===== src/hdl/tagged_frame_field_extractor_top_assert.svh =====
// assertion macros for the tagged frame field extractor
`ifndef TAGGED_FRAME_FIELD_EXTRACTOR_TOP_ASSERT_SVH
`define TAGGED_FRAME_FIELD_EXTRACTOR_TOP_ASSERT_SVH

// same-cycle implication, checked outside reset
`define TFFE_ASSERT_NOW(label, ante, cons, msg) \
  label: assert property (@(posedge clk) disable iff (!rst_n) (ante) |-> (cons)) \
    else $error(msg);

// next-cycle implication, checked outside reset
`define TFFE_ASSERT_NEXT(label, ante, cons, msg) \
  label: assert property (@(posedge clk) disable iff (!rst_n) (ante) |=> (cons)) \
    else $error(msg);

`endif


===== src/hdl/tffe_pkg.sv =====
// package for the tagged frame field extractor: codes, types and parser step
`timescale 1ns / 1ps

package tffe_pkg;

  localparam int unsigned HISTORY_DEPTH_DEF = 4;

  localparam logic [7:0] CHAR_AT    = 8'h40;
  localparam logic [7:0] CHAR_LF    = 8'h0A;
  localparam logic [7:0] CHAR_CR    = 8'h0D;
  localparam logic [7:0] CHAR_TAB   = 8'h09;
  localparam logic [7:0] CHAR_SPACE = 8'h20;
  localparam logic [7:0] CHAR_PLUS  = 8'h2B;
  localparam logic [7:0] CHAR_MINUS = 8'h2D;
  localparam logic [7:0] CHAR_ZERO  = 8'h30;
  localparam logic [7:0] CHAR_NINE  = 8'h39;
  localparam logic [7:0] CHAR_NUL   = 8'h00;
  localparam logic [7:0] TAG_A      = 8'h61;
  localparam logic [7:0] TAG_B      = 8'h62;
  localparam logic [7:0] FRAME_FULL = 8'd255;

  localparam logic [31:0] MAG_CAP = 32'h8000_0000;
  localparam logic [31:0] POS_MAX = 32'h7FFF_FFFF;

  typedef enum logic [2:0] {
    PH_IDLE,
    PH_LEAD,
    PH_SIGN,
    PH_DIGIT,
    PH_DONE
  } phase_t;

  typedef struct packed {
    phase_t      phase;
    logic        neg;
    logic [31:0] acc;
  } parse_t;

  typedef struct packed {
    logic        found;
    logic [31:0] value;
  } entry_t;

  // accum * 10 + digit, capped at the magnitude of the most negative value
  function automatic logic [31:0] add_digit(input logic [31:0] acc, input logic [7:0] c);
    logic [35:0] m;
    m = {1'b0, acc, 3'b000} + {3'b000, acc, 1'b0} + {28'd0, c - CHAR_ZERO};
    return (m > {4'd0, MAG_CAP}) ? MAG_CAP : m[31:0];
  endfunction

  function automatic parse_t parse_step(input parse_t cur, input logic [7:0] tag,
                                        input logic [7:0] c);
    parse_t nx;
    logic   digit;
    logic   space;
    nx    = cur;
    digit = (c >= CHAR_ZERO) && (c <= CHAR_NINE);
    space = (c == CHAR_SPACE) || ((c >= CHAR_TAB) && (c <= CHAR_CR));
    unique case (cur.phase)
      PH_IDLE: begin
        if (c == tag) nx.phase = PH_LEAD;
      end
      PH_LEAD: begin
        priority if (space) begin
          nx.phase = PH_LEAD;
        end else if (c == CHAR_PLUS) begin
          nx.phase = PH_SIGN;
        end else if (c == CHAR_MINUS) begin
          nx.neg   = 1'b1;
          nx.phase = PH_SIGN;
        end else if (digit) begin
          nx.acc   = add_digit(cur.acc, c);
          nx.phase = PH_DIGIT;
        end else begin
          nx.phase = PH_DONE;
        end
      end
      PH_SIGN, PH_DIGIT: begin
        if (digit) begin
          nx.acc   = add_digit(cur.acc, c);
          nx.phase = PH_DIGIT;
        end else begin
          nx.phase = PH_DONE;
        end
      end
      default: nx = cur;
    endcase
    return nx;
  endfunction

  function automatic entry_t entry_of(input parse_t p);
    entry_t e;
    e.found = (p.phase != PH_IDLE);
    if (p.neg) e.value = 32'd0 - p.acc;
    else       e.value = p.acc[31] ? POS_MAX : p.acc;
    return e;
  endfunction

endpackage


===== src/hdl/tagged_frame_field_extractor_top.sv =====
// tagged frame field extractor: per-byte framing, tag parsing and history
// a byte's result beat appears in the cycle after the byte is accepted
// throughput: one byte per cycle unless stalled; output drains as the next byte enters
// the whole per-byte update runs between the frame state and the output register
// reset (rst_n low, synchronous): not capturing, parsers idle, history empty,
// held values zero, hold_reception cleared, no result beat pending
`timescale 1ns / 1ps
`include "tagged_frame_field_extractor_top_assert.svh"

module tagged_frame_field_extractor_top #(
  parameter int unsigned HISTORY_DEPTH = tffe_pkg::HISTORY_DEPTH_DEF
) (
  input  logic               clk,
  input  logic               rst_n,
  input  logic               cfg_wr_en,
  input  logic               cfg_wr_data,
  input  logic               in_valid,
  output logic               in_stall,
  input  logic [7:0]         in_rx_byte,
  output logic               out_valid,
  input  logic               out_stall,
  output logic               out_frame_done,
  output logic signed [31:0] out_value_a,
  output logic signed [31:0] out_value_b
);

  import tffe_pkg::*;

  // configuration
  logic hold_reception_r;

  // frame state
  logic       capturing_r,   capturing_nxt;
  logic [7:0] byte_count_r,  byte_count_nxt;
  logic       last_was_cr_r, last_was_cr_nxt;
  logic       text_ended_r,  text_ended_nxt;
  parse_t     parse_a_r,     parse_a_nxt;
  parse_t     parse_b_r,     parse_b_nxt;

  // per-frame history, entry 0 is the newest
  entry_t hist_a_r [HISTORY_DEPTH];
  entry_t hist_b_r [HISTORY_DEPTH];

  // output register, whose value fields double as the held values
  logic               out_valid_r;
  logic               out_frame_done_r, frame_done_nxt;
  logic signed [31:0] out_value_a_r,    held_a_nxt;
  logic signed [31:0] out_value_b_r,    held_b_nxt;

  logic   in_acc;
  logic   cap_now;
  parse_t parse_a_upd, parse_b_upd;
  entry_t entry_a, entry_b;
  entry_t oldest_a, oldest_b;

  // take a byte whenever the output register is empty or being drained
  assign in_stall = out_valid_r && out_stall;
  assign in_acc   = in_valid && !in_stall;

  always_ff @(posedge clk) begin
    if (!rst_n) begin
      hold_reception_r <= 1'b0;
    end else if (cfg_wr_en) begin
      hold_reception_r <= cfg_wr_data;
    end
  end

  // parsers only see bytes of the frame text up to and including the first nul
  assign cap_now     = capturing_r || (in_rx_byte == CHAR_AT);
  assign parse_a_upd = text_ended_r ? parse_a_r : parse_step(parse_a_r, TAG_A, in_rx_byte);
  assign parse_b_upd = text_ended_r ? parse_b_r : parse_step(parse_b_r, TAG_B, in_rx_byte);
  assign entry_a     = entry_of(parse_a_upd);
  assign entry_b     = entry_of(parse_b_upd);

  // entry that lands at the oldest slot when a frame closes
  generate
    if (HISTORY_DEPTH == 1) begin : g_oldest_new
      assign oldest_a = entry_a;
      assign oldest_b = entry_b;
    end else begin : g_oldest_shift
      assign oldest_a = hist_a_r[HISTORY_DEPTH-2];
      assign oldest_b = hist_b_r[HISTORY_DEPTH-2];
    end
  endgenerate

  always_comb begin
    capturing_nxt   = capturing_r;
    byte_count_nxt  = byte_count_r;
    last_was_cr_nxt = last_was_cr_r;
    text_ended_nxt  = text_ended_r;
    parse_a_nxt     = parse_a_r;
    parse_b_nxt     = parse_b_r;
    frame_done_nxt  = 1'b0;
    held_a_nxt      = out_value_a_r;
    held_b_nxt      = out_value_b_r;
    if (!hold_reception_r) begin
      if (byte_count_r == FRAME_FULL) begin
        // full frame: drop the byte and start the frame over, capture mode kept
        byte_count_nxt  = '0;
        last_was_cr_nxt = 1'b0;
        text_ended_nxt  = 1'b0;
        parse_a_nxt     = '{phase: PH_IDLE, neg: 1'b0, acc: '0};
        parse_b_nxt     = '{phase: PH_IDLE, neg: 1'b0, acc: '0};
      end else if (cap_now) begin
        capturing_nxt  = 1'b1;
        byte_count_nxt = byte_count_r + 8'd1;
        parse_a_nxt    = parse_a_upd;
        parse_b_nxt    = parse_b_upd;
        if (!text_ended_r && (in_rx_byte == CHAR_NUL)) text_ended_nxt = 1'b1;
        if ((in_rx_byte == CHAR_LF) && last_was_cr_r) begin
          // cr lf closes the frame
          frame_done_nxt  = 1'b1;
          if (oldest_a.found) held_a_nxt = oldest_a.value;
          if (oldest_b.found) held_b_nxt = oldest_b.value;
          capturing_nxt   = 1'b0;
          byte_count_nxt  = '0;
          last_was_cr_nxt = 1'b0;
          text_ended_nxt  = 1'b0;
          parse_a_nxt     = '{phase: PH_IDLE, neg: 1'b0, acc: '0};
          parse_b_nxt     = '{phase: PH_IDLE, neg: 1'b0, acc: '0};
        end else begin
          last_was_cr_nxt = (in_rx_byte == CHAR_CR);
        end
      end
    end
  end

  always_ff @(posedge clk) begin
    if (!rst_n) begin
      capturing_r   <= 1'b0;
      byte_count_r  <= '0;
      last_was_cr_r <= 1'b0;
      text_ended_r  <= 1'b0;
      parse_a_r     <= '{phase: PH_IDLE, neg: 1'b0, acc: '0};
      parse_b_r     <= '{phase: PH_IDLE, neg: 1'b0, acc: '0};
    end else if (in_acc) begin
      capturing_r   <= capturing_nxt;
      byte_count_r  <= byte_count_nxt;
      last_was_cr_r <= last_was_cr_nxt;
      text_ended_r  <= text_ended_nxt;
      parse_a_r     <= parse_a_nxt;
      parse_b_r     <= parse_b_nxt;
    end
  end

  // history shift line, cleared by reset
  always_ff @(posedge clk) begin
    if (!rst_n) begin
      for (int i = 0; i < HISTORY_DEPTH; i++) begin
        hist_a_r[i] <= '0;
        hist_b_r[i] <= '0;
      end
    end else if (in_acc && frame_done_nxt) begin
      hist_a_r[0] <= entry_a;
      hist_b_r[0] <= entry_b;
      for (int i = 1; i < HISTORY_DEPTH; i++) begin
        hist_a_r[i] <= hist_a_r[i-1];
        hist_b_r[i] <= hist_b_r[i-1];
      end
    end
  end

  // result register, one beat per accepted byte
  always_ff @(posedge clk) begin
    if (!rst_n) begin
      out_valid_r      <= 1'b0;
      out_frame_done_r <= 1'b0;
      out_value_a_r    <= '0;
      out_value_b_r    <= '0;
    end else if (in_acc) begin
      out_valid_r      <= 1'b1;
      out_frame_done_r <= frame_done_nxt;
      out_value_a_r    <= held_a_nxt;
      out_value_b_r    <= held_b_nxt;
    end else if (!out_stall) begin
      out_valid_r      <= 1'b0;
    end
  end

  assign out_valid      = out_valid_r;
  assign out_frame_done = out_frame_done_r;
  assign out_value_a    = out_value_a_r;
  assign out_value_b    = out_value_b_r;

  // a nonzero count or an ended text only exists inside a capture
  `TFFE_ASSERT_NOW(a_count_needs_capture,
    (byte_count_r != 8'd0) || text_ended_r, capturing_r,
    "frame state set outside capture")
  // a closing byte leaves a clean, idle frame
  `TFFE_ASSERT_NEXT(a_close_restarts, in_acc && frame_done_nxt,
    !capturing_r && (byte_count_r == 8'd0) &&
    (parse_a_r.phase == PH_IDLE) && (parse_b_r.phase == PH_IDLE),
    "frame not restarted after close")
  // a byte under hold changes no frame state and closes nothing
  `TFFE_ASSERT_NEXT(a_hold_no_effect, in_acc && hold_reception_r,
    $stable(byte_count_r) && $stable(capturing_r) && !out_frame_done_r,
    "byte under hold changed state")

endmodule

===== config.mk =====
export PLATFORM = sky130hd
export DESIGN_NAME = tagged_frame_field_extractor_top
export DESIGN_NICKNAME = d
export VERILOG_FILES = /design/src/hdl/tffe_pkg.sv /design/src/hdl/tagged_frame_field_extractor_top.sv
export VERILOG_INCLUDE_DIRS = /design/src /design/src/hdl
export SDC_FILE = /design/constraint.sdc
export NUM_CORES = 1
export LEC_CHECK = 0
export BUFFER_PORTS_ARGS = -buffer_cell sky130_fd_sc_hd__buf_2
export CAP_MARGIN = 5
export CORE_ASPECT_RATIO = 0.8
export CORE_UTILIZATION = 50
export CTS_CLUSTER_DIAMETER = 150
export DETAILED_ROUTE_END_ITERATION = 7
export GPL_TIMING_DRIVEN = 1
export MAX_ROUTING_LAYER = met4
export PLACE_DENSITY = 0.66
export SYNTH_ARGS = -nofsm -noshare
export SYNTH_HDL_FRONTEND = slang
export SYNTH_SLANG_ARGS = --single-unit

===== constraint.sdc =====
create_clock -name clk -period 20.2 [get_ports clk]
set_input_delay 1.01 -clock clk [delete_from_list [all_inputs] [get_ports clk]]
set_output_delay 1.01 -clock clk [all_outputs]
set_load 0.05 [all_outputs]

* After elaboration in Yosys (flattened, before gate mapping)
Memory sizes are Yosys's and may differ from the RTL's.
Cells that the tools add are included.
** Cells by class
- Add/sub/neg operators :: 8
- Order comparisons :: 6
- Eq/ne operators :: 16
- Mux-type cells :: 65
- Bitwise gates (word level) :: 10
- Reductions and logical operators :: 25
** Operator list (number)
- $mux W33 :: 12
- $mux W36 :: 8
- $mux W32 :: 8
- $pmux W32 S2 :: 2
- $add A35 B33 Y36 :: 2
- $add A36 B8 Y36 :: 2
- $gt A36 B32 Y1 const B :: 2
- $sub A1 B32 Y32 const A :: 2
- $mux W31 :: 2
- $eq A8 B6 Y1 const B :: 3
- $eq A8 B7 Y1 const B :: 3
- $mux W8 :: 3
- $mux W1 :: 22
- $mux W3 :: 6
- $pmux W3 S3 :: 2
- $eq A8 B4 Y1 const B :: 2
- $eq A3 B2 Y1 const B :: 4
- $reduce_and A6 Y1 :: 2
- $reduce_bool A3 Y1 :: 3
- $add A8 B1 Y8 const B :: 1
- $eq A8 B8 Y1 const B :: 1
- $ge A8 B4 Y1 const B :: 1
- $ge A8 B6 Y1 const B :: 1
- $le A8 B4 Y1 const B :: 1
- 15 further kinds :: 35
** Storage, ports and cells
- Bits in registers :: 150
- Bits in writable memories :: 264
- Bits of input ports :: 14
- Output and inout bits :: 67
- Logic and storage cells :: 147
- Memories kept :: 2
** Memory list
- hist_a_r :: words 4, width 33, rd ports 3, clocked after Yosys merged registers in 0, wr ports 4, RTL line tagged_frame_field_extractor_top.sv:41 : entry_t hist_a_r [HISTORY_DEPTH];
- hist_b_r :: words 4, width 33, rd ports 3, clocked after Yosys merged registers in 0, wr ports 4, RTL line tagged_frame_field_extractor_top.sv:42 : entry_t hist_b_r [HISTORY_DEPTH];

* Longest topological paths before layout
- Depth in word-level cells :: 13
- Depth in mapped cells :: 29
- Depth with buffers taken out :: 26

* Worst setup path after synthesis
OpenSTA, ideal clock, no wires.
- Kind :: input -> register
- From :: input in_rx_byte[2]
- To :: memory hist_a_r[0][0] (netlist name) (enable)
- Library setup time :: 0.596 ns
- Data arrival time :: 7.670 ns
- Required time :: 19.604 ns
- Slack :: 11.934 ns
- Stages :: 6
- Buffers on the path :: 1
- Cells stage by stage :: buf_2 -> nor4_4 -> a31oi_1 -> or4_1 -> nor4_1 -> nand2b_1
** RTL lines
- start: declaration :: RTL line tagged_frame_field_extractor_top.sv:19 : input logic [7:0] in_rx_byte,
- end: declaration :: RTL line tagged_frame_field_extractor_top.sv:41

==> results.ini <==
[power]
seqPwrFrac_pct = 52.0
max-vdd-ir-drop_mv = 0.05917
power.share.combinational_pct = 2.7
power.leakage_nw = 9.714
internal-power_w = 0.001161
p_per_area_nw_per_um2 = 59.16
switching_share_pct = 20.96
p_switching_w = 0.0003080
pwr-share-clk_pct = 45.3

[final_layout]
stdcell_count = 3176
register_area_um2 = 8949
drive_gt1_share_pct = 8.670
syn_to_final_growth_pct = 8.357
multi_input_area_um2 = 13230
fin_nets = 2695
nFillCells = 4065

[sta]
fmax_ghz = 0.1367
slew_headroom_pct = 25.15
fin_crit_sh_pct = 36.21
rsz0062_at_grt = no
tns_ns = 0
clock_skew_ns = 0.02655
tightestPinTransition_ns = 1.123
setup_violations = 0
layout_min_cycle_time_ns = 7.314
report.final.slew_viol_count = 0
hold_viol = 0

[critical_path]
critPathMaxFanout = 7
start_kind = input port
r2r_slack_ns = 13.34
slowest_delay_ns = 0.75
r2r-end = hist_a_r[0][28]$_SDFFCE_PN0P_
r2r-start = parse_a_r[2]$_SDFFE_PN0P_
critPathLaunch = in_rx_byte[4]
cpMaxStageDelayCell = a2111oi_1
required_ns = 20.54
path_class = input port to flip-flop
crit_top_cell = ha_1
r2r_cells = 23
arrival_ns = 7.65
end_kind = flip-flop

[drt]
drt_first_pass_iters = 5
drcViolationCount = 0
ant_nets = 0
vias = 19819
via_per_inst = 6.240
wl_per_cell_um = 20.72
routed_wl_mm = 65.82
drtIter0Drc = 2362

[clock_tree]
clk_pin_slew_ns = 0.06
htreeDepth = 2
cts-root-buf = clkbuf_16
max-clock-path-buffers = 3
clkLatencyLatePin_ns = 0.54
cts_setup_buffers = 0
cts.sinks = 348
cts_buffers = 37
cts_resized = 0
hold_buffers = 0
cts_tree = done

[yosys]
async_reset_ff_share_pct = 0
seq_area_frac_synth_pct = 39.04
synth_area_leader_cell = edfxtp_1
synth_area_um2 = 22920
synth_enable_flop_cells = 198
synth_cell_type_count = 105
synthCells = 2554
synth_seq_cells = 348
synth-warning-count = 0
yosys.area.top_type_share_pct = 25.94
synth_ff_type = edfxtp_1
ys_top_cells_by_area = edfxtp_1 26%, dfxtp_1 13%, ha_1 6.8%
syn_area_per_cell_um2 = 8.974
syn_nets = 2705

[outcome]
status = complete, no violations

[die]
start_util_pct = 51.15
core_um2 = 44810
fp-row-count = 69
io_pins = 81
die_area_um2 = 46710
die_y_um = 193.5
die_w_um = 241.4

[global_routing]
grt_start_max_net_pins = 136
grt_overflow_total = 0
track_usage_pct = 28.81
antenna_found_initial = 1
grt_pass1_vias = 17998
grt_pass1_wl_mm = 103.6

[min_path]
whs_endpoint = out_value_a[16]$_SDFFE_PN0P_
min_path_cells = 2
holdCritStartpoint = out_value_a[16]$_SDFFE_PN0P_
min_path_type = flip-flop to flip-flop

[place]
routabilityCongestion = 1.002
placedCellCount = 3108
hpwl_mm = 48.98
port_buffers = 80

[flow_run]
drv_cap = 0

==> cells in the final DEF (no fill, tap or decap), types with 12 or more instances in the layout <==
cell       count
o21ai_0      150
nor4_1        20
buf_2         79
nor3b_1       12
a22oi_1       56
inv_1         34
dfxtp_1      150
edfxtp_1     198
a211o_1       16
a221oi_1      22
a211oi_1      27
nor2_1       136
a21oi_1      169
buf_4         26
or3_1         17
ha_1         125
xnor2_1       39
o21a_1        23
o31ai_1       18
and2_1       189
a21boi_0      73
a31oi_1       20
nor3_1        44
nand3_1       52
and3_1        18
nor2b_1       54
fa_1          12
o21ai_1       13
nand4_1       21
a21o_1        33
xor2_1        41
clkbuf_16     38
nand2b_1      20
nand2_1      343
o211ai_1      22
==> power groups by stage <==
stage          registers, W  clock network (W)  logic [W]
2_1_floorplan      0.000782                  0  0.0000265
3_3_place_gp       0.000779                  0  0.0000383
3_5_place_dp       0.000779                  0  0.0000389
4_1_cts            0.000764           0.000678  0.0000391
5_1_grt            0.000765           0.000709  0.0000428
6_report           0.000764           0.000665  0.0000398
==> cell usage after synthesis (all sizes together) (19+ instances only) <==
| cell type | instances |
|---|---|
| nor2 | 140 |
| dfxtp | 150 |
| inv | 34 |
| o211ai | 23 |
| a221oi | 22 |
| and2 | 192 |
| o21a | 24 |
| o21ai | 165 |
| buf | 27 |
| nor3 | 46 |
| and3 | 20 |
| a211oi | 32 |
| a22oi | 56 |
| clkbuf | 127 |
| nand4 | 21 |
| xor2 | 42 |
| a21oi | 175 |
| ha | 125 |
| nor2b | 55 |
| o31ai | 19 |
| a21boi | 77 |
| a21o | 34 |
| nand3 | 53 |
| nand2 | 343 |
| edfxtp | 198 |
| a31oi | 20 |
| nor4 | 27 |
| xnor2 | 39 |
| nand2b | 21 |
==> per-layer routing <==
metal	share of wire, %	global-route usage, %
met5	0	-
met4	1.3	5.157
met3	11	6.493
met2	38	35.66
met1	50	46.49
==> state kept, by name (all words and copies together) (netlist names) <==
signal and cells:
out_frame_done 1, hist_b_r 99, capturing_r 1, out_value_a 32
parse_a_r 36, text_ended_r 1, byte_count_r 8, out_valid 1
out_value_b 32, parse_b_r 36, hist_a_r 99, hold_reception_r 1
last_was_cr_r 1
==> logic make-up (layout without fill, tap and decap cells) <==
kind of cell    after synthesis  in the layout  share of synthesized area, %
fa+ha+maj                   137            137                         7.872
other cells                   0              1                             0
simple gates               1003           1003                         22.70
flops                       348            348                         39.04
xor+xnor                     81             81                         3.128
compound gates              791            791                         23.61
mux                           6              6                        0.2675
buf+inv                     188            206                         3.379
==> final cells by class <==
type / instances / area share (%)
sequential: 348 / 36.03
tap: 603 / 3.038
multi-input combinational: 2018 / 53.25
clock inverter: 19 / 0.7557
clock buffer: 48 / 4.020
antenna: 1 / 0.01008
inverter: 34 / 0.5139
timing repair buffer: 105 / 2.378
==> worst max-delay path, delay by kind of cell <==
kind / cells / cell delay (ns)
compound gates: 10 / 3.04
simple gates: 8 / 1.61
fa+ha+maj: 4 / 1.36
xor+xnor: 2 / 0.49
buf+inv: 1 / 0.12
==> how the worst max path moves through the flow <==
stage / cells past startpoint / to
final: 25 / hist_a_r[0][28]$_SDFFCE_PN0P_
after floorplan: 6 / hist_a_r[0][0]$_SDFFCE_PN0P_
after detailed placement: 25 / hist_a_r[0][28]$_SDFFCE_PN0P_
after global routing: 26 / hist_a_r[0][28]$_SDFFCE_PN0P_
after CTS: 25 / hist_a_r[0][28]$_SDFFCE_PN0P_
after global placement: 25 / hist_a_r[0][28]$_SDFFCE_PN0P_
==> stage by stage <==
stage | area [µm²] | hold slack, ns | setup WS, ns | util [%] | total power, W
2_1_floorplan | 22920 | 0.4409 | 11.93 | - | 0.0008087
3_3_place_gp | 23650 | 0.4457 | 12.82 | 52.78 | 0.0008174
3_5_place_dp | 23650 | 0.4545 | 12.53 | 52.78 | 0.0008183
4_1_cts | 24830 | 0.4603 | 13.08 | 55.42 | 0.001481
5_1_grt | 24840 | 0.4733 | 12.51 | 55.43 | 0.001517
6_report | 24840 | 0.4569 | 12.89 | 55.43 | 0.001469
Power figures use the tool's default switching activity.
